### src/hw/rtl/crqs_pkg.sv
`default_nettype none
package crqs_pkg;
  localparam int QueueDepth = 16;
  localparam int MaxCpus = 16;
  localparam int IdBits = 8;
  localparam int TimeBits = 16;
  localparam int QIdxBits = $clog2(QueueDepth);
  localparam int FillBits = $clog2(QueueDepth + 1);
  localparam int CpuBits = 4;

  typedef enum logic [2:0] {
    FUNC_IDLE = 3'd0, FUNC_PREEMPT = 3'd1, FUNC_YIELD = 3'd2,
    FUNC_TERMINATE = 3'd3, FUNC_WAKE_UP = 3'd4
  } func_t;

  typedef enum logic [1:0] {
    KIND_RUN = 2'd0, KIND_IDLE = 2'd1, KIND_PREEMPT = 2'd2, KIND_DROP = 2'd3
  } kind_t;

  localparam logic [1:0] ModeSrtf = 2'd2;
  localparam logic [1:0] RegMode = 2'd0;
  localparam logic [1:0] RegSlice = 2'd1;
  localparam logic [1:0] RegCpuCount = 2'd2;

  // Control from the sequencer to every queue cell.
  typedef struct packed {
    logic          push;     // write push data into the cell at the fill index
    logic [QIdxBits-1:0] fill_idx;
    logic          remove;   // cells at or above the pick index take their upper neighbour
    logic [QIdxBits-1:0] pick_idx;
  } qctl_t;
endpackage
`default_nettype wire

### src/hw/rtl/crqs_cell.sv
`default_nettype none
// One queue entry. On a removal, each cell at or above the pick takes its upper neighbour.
module crqs_cell
  import crqs_pkg::*;
(
  input  wire logic                clk,
  input  wire logic [QIdxBits-1:0] idx,
  input  wire qctl_t               ctl,
  input  wire logic [IdBits-1:0]   push_id,
  input  wire logic [TimeBits-1:0] push_time,
  input  wire logic [IdBits-1:0]   up_id,
  input  wire logic [TimeBits-1:0] up_time,
  output logic [IdBits-1:0]        id,
  output logic [TimeBits-1:0]      tm
);
  always_ff @(posedge clk) begin
    if (ctl.push && ctl.fill_idx == idx) begin
      id <= push_id;
      tm <= push_time;
    end else if (ctl.remove && idx >= ctl.pick_idx) begin
      id <= up_id;
      tm <= up_time;
    end
  end
endmodule
`default_nettype wire

### src/hw/rtl/crqs_queue.sv
`default_nettype none
// Row of queue cells with a single read port for the sequential walk.
module crqs_queue
  import crqs_pkg::*;
(
  input  wire logic                clk,
  input  wire qctl_t               ctl,
  input  wire logic [IdBits-1:0]   push_id,
  input  wire logic [TimeBits-1:0] push_time,
  input  wire logic [QIdxBits-1:0] rd_idx,
  output logic [IdBits-1:0]        rd_id,
  output logic [TimeBits-1:0]      rd_time
);
  logic [IdBits-1:0]   ids [QueueDepth];
  logic [TimeBits-1:0] tms [QueueDepth];

  for (genvar g = 0; g < QueueDepth; g++) begin : g_cell
    if (g == QueueDepth - 1) begin : g_top
      crqs_cell u_cell (
        .clk, .idx(QIdxBits'(g)), .ctl, .push_id, .push_time,
        .up_id(ids[g]), .up_time(tms[g]), .id(ids[g]), .tm(tms[g])
      );
    end else begin : g_mid
      crqs_cell u_cell (
        .clk, .idx(QIdxBits'(g)), .ctl, .push_id, .push_time,
        .up_id(ids[g+1]), .up_time(tms[g+1]), .id(ids[g]), .tm(tms[g])
      );
    end
  end

  assign rd_id   = ids[rd_idx];
  assign rd_time = tms[rd_idx];
endmodule
`default_nettype wire

### src/hw/rtl/cpu_ready_queue_scheduler_top.sv
`default_nettype none
// Ready-queue scheduler for up to 16 CPUs.
// Events enter on the s_axis channel (tdata: func, cpu, proc_id, remaining).
// Each event gives at most one result on m_axis (tdata: kind, target_cpu,
// run_id, slice). Registers mode, time slice and CPU count must be written via
// cfg_we / cfg_index / cfg_data while no event is in progress; the block does not check.
// One event is handled at a time. A dispatch walks the queue one entry per
// cycle for the SRTF search and then shifts the cell row; an SRTF wake_up
// walks the CPU table one CPU per cycle. The queue fill or the CPU count
// sets the length of these walks. A wake_up outside SRTF that is not dropped
// gives no result.
// s_axis_tready is low while an event is in progress and while a result
// waits in the output register; a stalled receiver holds the result stable
// and blocks further events until the transaction completes.
// Reset empties the queue, marks all CPUs idle and sets mode FIFO, slice 0
// and a CPU count of 1.
module cpu_ready_queue_scheduler_top
  import crqs_pkg::*;
(
  input  wire logic        clk,
  input  wire logic        rst,
  input  wire logic        s_axis_tvalid,
  output logic             s_axis_tready,
  input  wire logic [31:0] s_axis_tdata,  // func[2:0] cpu[6:3] proc_id[14:7] remaining[30:15]
  output logic             m_axis_tvalid,
  input  wire logic        m_axis_tready,
  output logic [31:0]      m_axis_tdata,  // kind[1:0] target_cpu[5:2] run_id[13:6] slice[29:14]
  input  wire logic        cfg_we,
  input  wire logic [1:0]  cfg_index,
  input  wire logic [15:0] cfg_data
);
  typedef enum logic [4:0] {
    ST_IDLE = 5'b00001, ST_SEARCH = 5'b00010, ST_TAKE = 5'b00100,
    ST_SCAN = 5'b01000, ST_OUT = 5'b10000
  } state_t;

  state_t state;
  logic [1:0]  mode;
  logic [15:0] time_slice;
  logic [4:0]  cpus_in_use;
  logic [FillBits-1:0] fill;
  logic [MaxCpus-1:0]  run_valid;
  logic [IdBits-1:0]   run_ids [MaxCpus];
  logic [TimeBits-1:0] run_times [MaxCpus];

  logic [CpuBits-1:0]  ev_cpu;
  logic [TimeBits-1:0] ev_rem;
  logic [QIdxBits-1:0] walk, pick;
  logic [TimeBits-1:0] best;
  logic [4:0]          scan_n, scan_i;
  logic [CpuBits-1:0]  victim;
  logic [TimeBits-1:0] longest;
  logic [31:0]         out_data;

  qctl_t ctl;
  logic [IdBits-1:0]   push_id;
  logic [TimeBits-1:0] push_time;
  logic [QIdxBits-1:0] rd_idx;
  logic [IdBits-1:0]   rd_id;
  logic [TimeBits-1:0] rd_time;

  logic [2:0]          in_func;
  logic [CpuBits-1:0]  in_cpu;
  logic [IdBits-1:0]   in_pid;
  logic [TimeBits-1:0] in_rem;
  logic                in_fire, full;

  assign in_func = s_axis_tdata[2:0];
  assign in_cpu  = s_axis_tdata[6:3];
  assign in_pid  = s_axis_tdata[14:7];
  assign in_rem  = s_axis_tdata[30:15];
  assign in_fire = s_axis_tvalid && s_axis_tready;
  assign full    = fill == FillBits'(QueueDepth);
  assign s_axis_tready = state == ST_IDLE;
  assign m_axis_tvalid = state == ST_OUT;
  assign m_axis_tdata  = out_data;

  always_comb begin
    ctl = '0;
    push_id = in_pid;
    push_time = in_rem;
    ctl.fill_idx = fill[QIdxBits-1:0];
    ctl.pick_idx = pick;
    rd_idx = walk;
    if (state == ST_IDLE && in_fire && !full) begin
      if (in_func == FUNC_WAKE_UP) begin
        ctl.push = 1'b1;
      end else if (in_func == FUNC_PREEMPT && run_valid[in_cpu]) begin
        ctl.push = 1'b1;
        push_id = run_ids[in_cpu];
      end
    end
    if (state == ST_TAKE) begin
      ctl.remove = 1'b1;
      rd_idx = pick;
    end
  end

  crqs_queue u_queue (
    .clk, .ctl, .push_id, .push_time, .rd_idx, .rd_id, .rd_time
  );

  always_ff @(posedge clk) begin
    if (rst) begin
      state <= ST_IDLE;
      mode <= '0;
      time_slice <= '0;
      cpus_in_use <= 5'd1;
      fill <= '0;
      run_valid <= '0;
    end else begin
      if (cfg_we) begin
        unique case (cfg_index)
          RegMode:     mode <= cfg_data[1:0];
          RegSlice:    time_slice <= cfg_data;
          RegCpuCount: cpus_in_use <= cfg_data[4:0];
          default: ;
        endcase
      end
      unique case (state)
        ST_IDLE: begin
          if (in_fire) begin
            ev_cpu <= in_cpu;
            ev_rem <= in_rem;
            walk <= '0;
            pick <= '0;
            if (in_func == FUNC_WAKE_UP) begin
              if (full) begin
                out_data <= {2'b0, 16'd0, in_pid, 4'd0, KIND_DROP};
                state <= ST_OUT;
              end else begin
                fill <= fill + 1'b1;
                if (mode == ModeSrtf) begin
                  scan_n <= (cpus_in_use > 5'(MaxCpus)) ? 5'(MaxCpus) : cpus_in_use;
                  scan_i <= '0;
                  longest <= '0;
                  victim <= '0;
                  state <= ST_SCAN;
                end
              end
            end else if (in_func <= FUNC_WAKE_UP) begin
              run_valid[in_cpu] <= 1'b0;
              if (in_func == FUNC_PREEMPT && run_valid[in_cpu] && full) begin
                out_data <= {2'b0, 16'd0, run_ids[in_cpu], in_cpu, KIND_DROP};
                state <= ST_OUT;
              end else begin
                if (in_func == FUNC_PREEMPT && run_valid[in_cpu])
                  fill <= fill + 1'b1;
                state <= ST_SEARCH;
              end
            end
          end
        end
        ST_SEARCH: begin
          if (fill == '0) begin
            out_data <= {2'b0, time_slice, 8'd0, ev_cpu, KIND_IDLE};
            state <= ST_OUT;
          end else if (mode != ModeSrtf) begin
            state <= ST_TAKE;
          end else begin
            if (walk == '0 || best > rd_time) begin
              best <= rd_time;
              pick <= walk;
            end
            if (FillBits'(walk) + 1'b1 >= fill) state <= ST_TAKE;
            else walk <= walk + 1'b1;
          end
        end
        ST_TAKE: begin
          run_ids[ev_cpu] <= rd_id;
          run_times[ev_cpu] <= rd_time;
          run_valid[ev_cpu] <= 1'b1;
          fill <= fill - 1'b1;
          out_data <= {2'b0, time_slice, rd_id, ev_cpu, KIND_RUN};
          state <= ST_OUT;
        end
        ST_SCAN: begin
          if (scan_i >= scan_n) begin
            if (longest > ev_rem) begin
              out_data <= {2'b0, 16'd0, 8'd0, victim, KIND_PREEMPT};
              state <= ST_OUT;
            end else begin
              state <= ST_IDLE;
            end
          end else if (!run_valid[scan_i[CpuBits-1:0]]) begin
            state <= ST_IDLE;
          end else begin
            if (run_times[scan_i[CpuBits-1:0]] > longest) begin
              longest <= run_times[scan_i[CpuBits-1:0]];
              victim <= scan_i[CpuBits-1:0];
            end
            scan_i <= scan_i + 1'b1;
          end
        end
        ST_OUT: if (m_axis_tready) state <= ST_IDLE;
        default: state <= ST_IDLE;
      endcase
    end
  end

  assert property (@(posedge clk) disable iff (rst) fill <= FillBits'(QueueDepth))
    else $error("queue fill above depth");
  assert property (@(posedge clk) disable iff (rst)
    (state == ST_OUT && !m_axis_tready) |=> $stable(m_axis_tdata))
    else $error("result changed while stalled");
  assert property (@(posedge clk) disable iff (rst)
    state == ST_TAKE |-> fill != '0)
    else $error("dispatch from empty queue");
endmodule
`default_nettype wire
### config.mk
export PLATFORM = sky130hd
export DESIGN_NAME = cpu_ready_queue_scheduler_top
export DESIGN_NICKNAME = d
export VERILOG_FILES = /design/src/hw/rtl/crqs_pkg.sv /design/src/hw/rtl/crqs_cell.sv /design/src/hw/rtl/crqs_queue.sv /design/src/hw/rtl/cpu_ready_queue_scheduler_top.sv
export SDC_FILE = /design/constraint.sdc
export NUM_CORES = 1
export LEC_CHECK = 0
export ABC_AREA = 0
export BUFFER_PORTS_ARGS = -buffer_cell sky130_fd_sc_hd__buf_2
export CAP_MARGIN = 15
export CORE_MARGIN = 2
export CORE_UTILIZATION = 34
export CTS_CLUSTER_SIZE = 12
export DETAILED_ROUTE_END_ITERATION = 16
export GPL_ROUTABILITY_DRIVEN = 0
export HOLD_SLACK_MARGIN = 0.02
export MAX_ROUTING_LAYER = met4
export PLACE_DENSITY = 0.54
export REMOVE_ABC_BUFFERS = 1
export SLEW_MARGIN = 20
export SYNTH_ARGS = -nofsm -noshare
export SYNTH_HDL_FRONTEND = slang
export SYNTH_SLANG_ARGS = --single-unit
### constraint.sdc
create_clock -name clk -period 9.4 [get_ports clk]
set_input_delay 0 -clock clk [delete_from_list [all_inputs] [get_ports clk]]
set_output_delay 0 -clock clk [all_outputs]
set_load 0.02 [all_outputs]
* Word level (Yosys, flattened, before mapping) *
Memories as Yosys holds them, arrays and structs flattened. A register that Yosys moved wholly into a read port is not among the register bits.
Cells that the tools add are included.

word-level totals
  word-level logic and storage cells = 372
  RAM bits = 384
  flip-flop bits (word level) = 539
  bits of input ports = 55
  memories = 2

cells by class
  add/sub/neg operators = 5
  $lt $le $gt $ge = 28
  bitwise gates (word level) = 8
  reduce and logical (&&, ||, !) cells = 77
  equality and inequality tests = 53
  muxes and demuxes = 151

memory list
  name       words  bits a word  rd ports  clocked after memory_dff  wr ports  RTL line                             source
  run_times  16     16           1         1                         1         cpu_ready_queue_scheduler_top.sv:44  logic [TimeBits-1:0] run_times [MaxCpus];
  run_ids    16     8            1         0                         1         cpu_ready_queue_scheduler_top.sv:43  logic [IdBits-1:0] run_ids [MaxCpus];

operators with widths
  operator              number
  $mux W16              42
  $mux W8               35
  $mux W32              8
  $pmux W32 S4          1
  $mux W5               25
  $bmux W16 S4          1
  $mux W4               16
  $pmux W16 S2          2
  $gt A16 B16 Y1        3
  $logic_and A1 B1 Y1   38
  $reduce_bool A2 Y1    18
  $bmux W8 S4           1
  $eq A4 B4 Y1 const B  8
  $reduce_and A6 Y1     5
  $ge A4 B4 Y1 const A  7
  $ne A2 B2 Y1 const B  13
  $pmux W5 S5           1
  $pmux W4 S2           3
  $pmux W5 S2           2
  $reduce_and A9 Y1     2
  $and A16 B16 Y16      1
  $eq A4 B3 Y1 const B  4
  $ge A3 B4 Y1 const A  4
  $not A16 Y16          1
  other kinds (45)      81

* Logic depth before layout (Yosys ltp) *
  word-level depth = 12
  gate-level depth with buffers = 18
  mapped depth without buffers = 14

* Cells and area by module *
Synthesis repeated with hierarchy kept, for this count alone.

second synthesis, totals
  cells, all modules = 2717
  area, all modules = 44620.3 um^2

by module, submodules not included
  module                                           sequential area each (um^2)  instances  area an instance (um^2)  cells an instance
  cpu_ready_queue_scheduler_top                    15715.1                      1          22923.2                  1365
  crqs_cell at u_queue.g_cell[1].g_mid.u_cell ...  720.7                        9          1179.9                   72
  crqs_cell at u_queue.g_cell[0].g_mid.u_cell ...  720.7                        7          1179.9                   71
  crqs_queue                                       0.0                          1          2819.0                   207

* Least setup slack after synthesis *
OpenSTA, ideal clock, no wires.

  kind = reg2reg
  start = reg (tool-made name)
  end = reg longest[0] (enable)
  setup time = 0.428 ns
  period minus slack after synthesis = 5.266 ns
  arrival = 4.838 ns
  stages on the path, launching flop included = 12
  setup slack = 4.134 ns
  path through = dfxtp_1 clkbuf_1 buf_1 mux4_2 mux4_2 ha_1 nor2b_1 o21a_1 o21ai_0 a2111oi_0 o31ai_1 a21boi_0

RTL lines
  item                  RTL line                              source
  end signal, assigned  cpu_ready_queue_scheduler_top.sv:189  longest <= run_times[scan_i[CpuBits-1:0]];
  end, declared         cpu_ready_queue_scheduler_top.sv:52   logic [TimeBits-1:0] longest;

* Worst setup path after layout *
  start = reg state[0]
  end = reg best[12] (enable)

between the ends
  cells in the longest elaborated chain, start to end = 9
  elaborated cells on any way between the ends = 10

ends and longest elaborated chain
  item                                          RTL line                              source
  start, declared                               cpu_ready_queue_scheduler_top.sv:37   state_t state;
  start signal, assigned                        cpu_ready_queue_scheduler_top.sv:105  state <= ST_IDLE;
  start signal, assigned                        cpu_ready_queue_scheduler_top.sv:130  state <= ST_OUT;
  start signal, assigned                        cpu_ready_queue_scheduler_top.sv:138  state <= ST_SCAN;
  $eq A5 B3 Y1                                  cpu_ready_queue_scheduler_top.sv:93   if (state == ST_TAKE) begin
  $mux W4                                       cpu_ready_queue_scheduler_top.sv:93
  $not A4 Y5 (implied by the code)              crqs_queue.sv:32                      assign rd_time = tms[rd_idx];
  $bmux W16 S4                                  crqs_queue.sv:32
  $mux W16 (implied by the code) (2 in series)  crqs_queue.sv:32
  $gt A16 B16 Y1                                cpu_ready_queue_scheduler_top.sv:161  if (walk == '0 || best > rd_time) begin
  $logic_or A1 B1 Y1                            cpu_ready_queue_scheduler_top.sv:161
  $reduce_and A5 Y1 (no line) (*)               -
  end signal, assigned                          cpu_ready_queue_scheduler_top.sv:162  best <= rd_time;
  end, declared                                 cpu_ready_queue_scheduler_top.sv:49   logic [TimeBits-1:0] best;

Every way passes the cells marked *; elsewhere a longest branch is shown, timed or not. The select of a mux whose other input is x is not followed.
A chain may end at the register's enable or synchronous reset.

==> results.json <==
{
  "synth.distinct_cells": 77,
  "fin_util_pct": 39.3,
  "clkLatencyLatePin_ns": 0.69,
  "skew_ns": 0.0258,
  "rsz0062_at_grt": "no",
  "grt_first_pass_wirelength_um": 186000,
  "r2r_setup_slack_ns": 3.40,
  "min_to": "state[1]",
  "crit_buf_inv": 3,
  "arrival_ns": 6.43,
  "cp_cell_sequence": "nor4_4 > nand3_1 > o21ai_4 > buf_4 > buf_4 > mux4_2 > a22oi_1 > and2_1 > ha_1 > a21oi_1 > nor2b_1 > o21ai_0 > a21oi_1 > o31ai_1 > a311oi_2 > buf_4",
  "busiest_layer": "met2",
  "reg2reg_to": "best[12]",
  "gr-usage-met1_pct": 26.5,
  "area_delta_synth_final_pct": 14.8,
  "yosysTopAreaCell": "edfxtp_1",
  "num-nets-final": 3336,
  "grt_pass1_vias": 27100,
  "worst_setup_path_start_kind": "flop",
  "via_count": 27300,
  "fin_hold_ws_ns": 0.0895,
  "drive_gt1_share_pct": 23.9,
  "cts_buffer_depth": 3,
  "final_common_cell": "edfxtp_1",
  "synth_edf_count": 872,
  "slew_violations": 0,
  "synth_ff_type": "edfxtp_1",
  "worstRegToRegCells": 16,
  "ir_drop_uv": 141,
  "worst_pin_slew_ns": 1.08,
  "synth_top_area_share_pct": 58.9,
  "min_path_cells": 6,
  "cp_slowest_cell": "nor4_4",
  "cts_setup_buffers": 0,
  "ys_top_cells_by_area": "edfxtp_1, mux4_2, mux2_2, nand2_1, dfxtp_1",
  "fin_crit_sh_pct": 63.9,
  "nFillCells": 12100,
  "post_drt_wl_per_cell_um": 25.0,
  "outcome": "finished clean",
  "initial_core_util_pct": 34.3,
  "place_ws_ns": 3.42,
  "ys_seq_area_share_pct": 61.3,
  "critPathMostFrequentCell": "buf_4",
  "power_density_nw_per_um2": 197,
  "power_w": 0.0100,
  "cts-root-buf": "clkbuf_16",
  "max_stage_delay_ns": 0.91,
  "netlist_area_sq_um": 44400,
  "fp.dieW_um": 365,
  "htreeDepth": 3,
  "yosysWarningCount": 0,
  "io_buffers": 85,
  "critPathTopFamily": "compound AO/OA/AOI/OAI gates",
  "fp.dieArea_sq_um": 134000,
  "min_path_type": "primary input to flop",
  "wl_um": 126000,
  "numCtsBuffers": 102,
  "antenna_left": 0,
  "cts.clk_slew.worst_paths_ns": 0.06,
  "rows": 132,
  "ctsHoldBuffers": 70,
  "fin_ws_ns": 3.40,
  "finalCriticalPeriod_ns": 6.00,
  "postCtsResizedCells": 0,
  "worstPathRequired_ns": 9.83,
  "hold_viol_final": 0,
  "syn_area_per_cell_sq_um": 14.3,
  "overflow": 0,
  "cts_tree": "yes",
  "relSlewSlack_pct": 26.4,
  "use_met3_pct": 2.41,
  "dpl.hpwl_um": 74900,
  "grt_antenna_before_repair": 3,
  "fin_setup_tns_ns": 0,
  "netlist_instances": 3107,
  "critical_path_class": "flop to flop",
  "worstPathMaxFanout": 32,
  "grt_max_degree": 83,
  "coreArea_sq_um": 130000,
  "viasPerCell": 5.41,
  "numClockSinks": 925,
  "critPathCaptureType": "flop",
  "first_pass_iters": 9,
  "setup_viol": 0,
  "drc": 0,
  "worstHoldStart": "s_axis_tdata[1]",
  "use_met2_pct": 30.6,
  "timing.fmax_mhz": 167,
  "leakage_nw": 17.6,
  "layout_common_cells": "edfxtp_1, nand2_1, mux4_2",
  "ioPinCount": 89,
  "die_h_um": 365,
  "ys_ff_latch": 925,
  "drt_iter0_markers": 2885,
  "rr_startpoint": "state[0]",
  "async_flop_share_pct": 0,
  "max_cap_viol_count": 0,
  "track_usage_pct": 19.3
}
## state kept, by name, summed over array words and instances (netlist names), 5 cells and up, named ones only
signal                          flops
run_ids                           128
state                               5
cpus_in_use                         5
u_queue.g_cell.g_mid.u_cell.id    120
m_axis_tdata                       30
run_valid                          16
u_queue.g_cell.g_top.u_cell.id      8
u_queue.g_cell.g_top.u_cell.tm     16
best                               16
ev_rem                             16
run_times                         256
u_queue.g_cell.g_mid.u_cell.tm    240
time_slice                         16
scan_i                              5
longest                            16
fill                                5
scan_n                              5
## power by group
part | switching (W) | internal, W | total, W
clock network | 0.00169 | 0.00239 | 0.00408
registers | 0.0000438 | 0.00469 | 0.00474
logic | 0.000847 | 0.000379 | 0.00123
## metrics by stage
step           std cells  instance area, sq um
2_1_floorplan       2871                 43300
3_3_place_gp        4781                 46800
3_5_place_dp        4783                 46800
4_1_cts             5039                 50900
5_1_grt             5043                 51000
6_report            5043                 51000
## how the worst max path moves through the flow
stage          slack [ns]  cells past startpoint       end  startpoint
6_report             3.40                     16  best[12]    state[0]
5_1_grt              3.09                     15   best[9]    state[0]
4_1_cts              3.39                     16   best[5]    state[0]
3_5_place_dp         3.42                     16  best[10]    state[0]
3_3_place_gp         3.38                     16   best[9]    state[0]
2_1_floorplan         1.0                     13   best[0]    state[0]
## cell usage after synthesis, types with 16 or more instances
cell and number:
edfxtp_1 872, nand2_1 462, mux4_2 192, mux2_2 158, nand2b_1 137, clkbuf_1 135, a21oi_1 130, o21ai_0 119
mux2i_1 71, nor2_1 68, a211oi_1 67, a311oi_1 66, inv_1 66, ha_1 64, and2_1 57, dfxtp_1 53
mux2_4 52, buf_2 49, a22oi_1 32, buf_1 25, nand3_1 21, buf_6 16, nor3_1 16
## kinds of logic (layout without fill, tap and decap cells)
kind of cell	Yosys count	in the layout	share of synthesized area, %
compound gates	479	479	7.01
flops	925	925	61.3
buf+inv	305	495	3.09
xor+xnor	9	9	0.177
other cells	1	5	0.00844
simple gates	845	845	9.28
fa+ha+maj	65	65	1.85
mux	478	478	17.3
## tightest hold or removal path: cells and delay by family
kind,cells,cell delay (ns)
buf+inv,1,0.10
compound gates,3,0.44
simple gates,2,0.18
## routing by layer
metal	share of wire, %	vias to the layer above
met2	47	864
met5	0	-
met3	5.4	185
met1	45	14100
met4	2.4	0
li1	-	12200
## final cells by class
type,count,area (sq um),share of cell area (%)
Clock buffer,129,2770,5.43
Inverter,68,255,0.501
Sequential cell,925,27300,53.4
Clock inverter,57,624,1.22
Timing Repair Buffer,241,1820,3.56
Antenna cell,3,7.51,0.0147
Multi-Input combinational cell,1878,16100,31.6
Tap cell,1742,2180,4.27
Note: power is estimated with default switching activity, not from simulation.
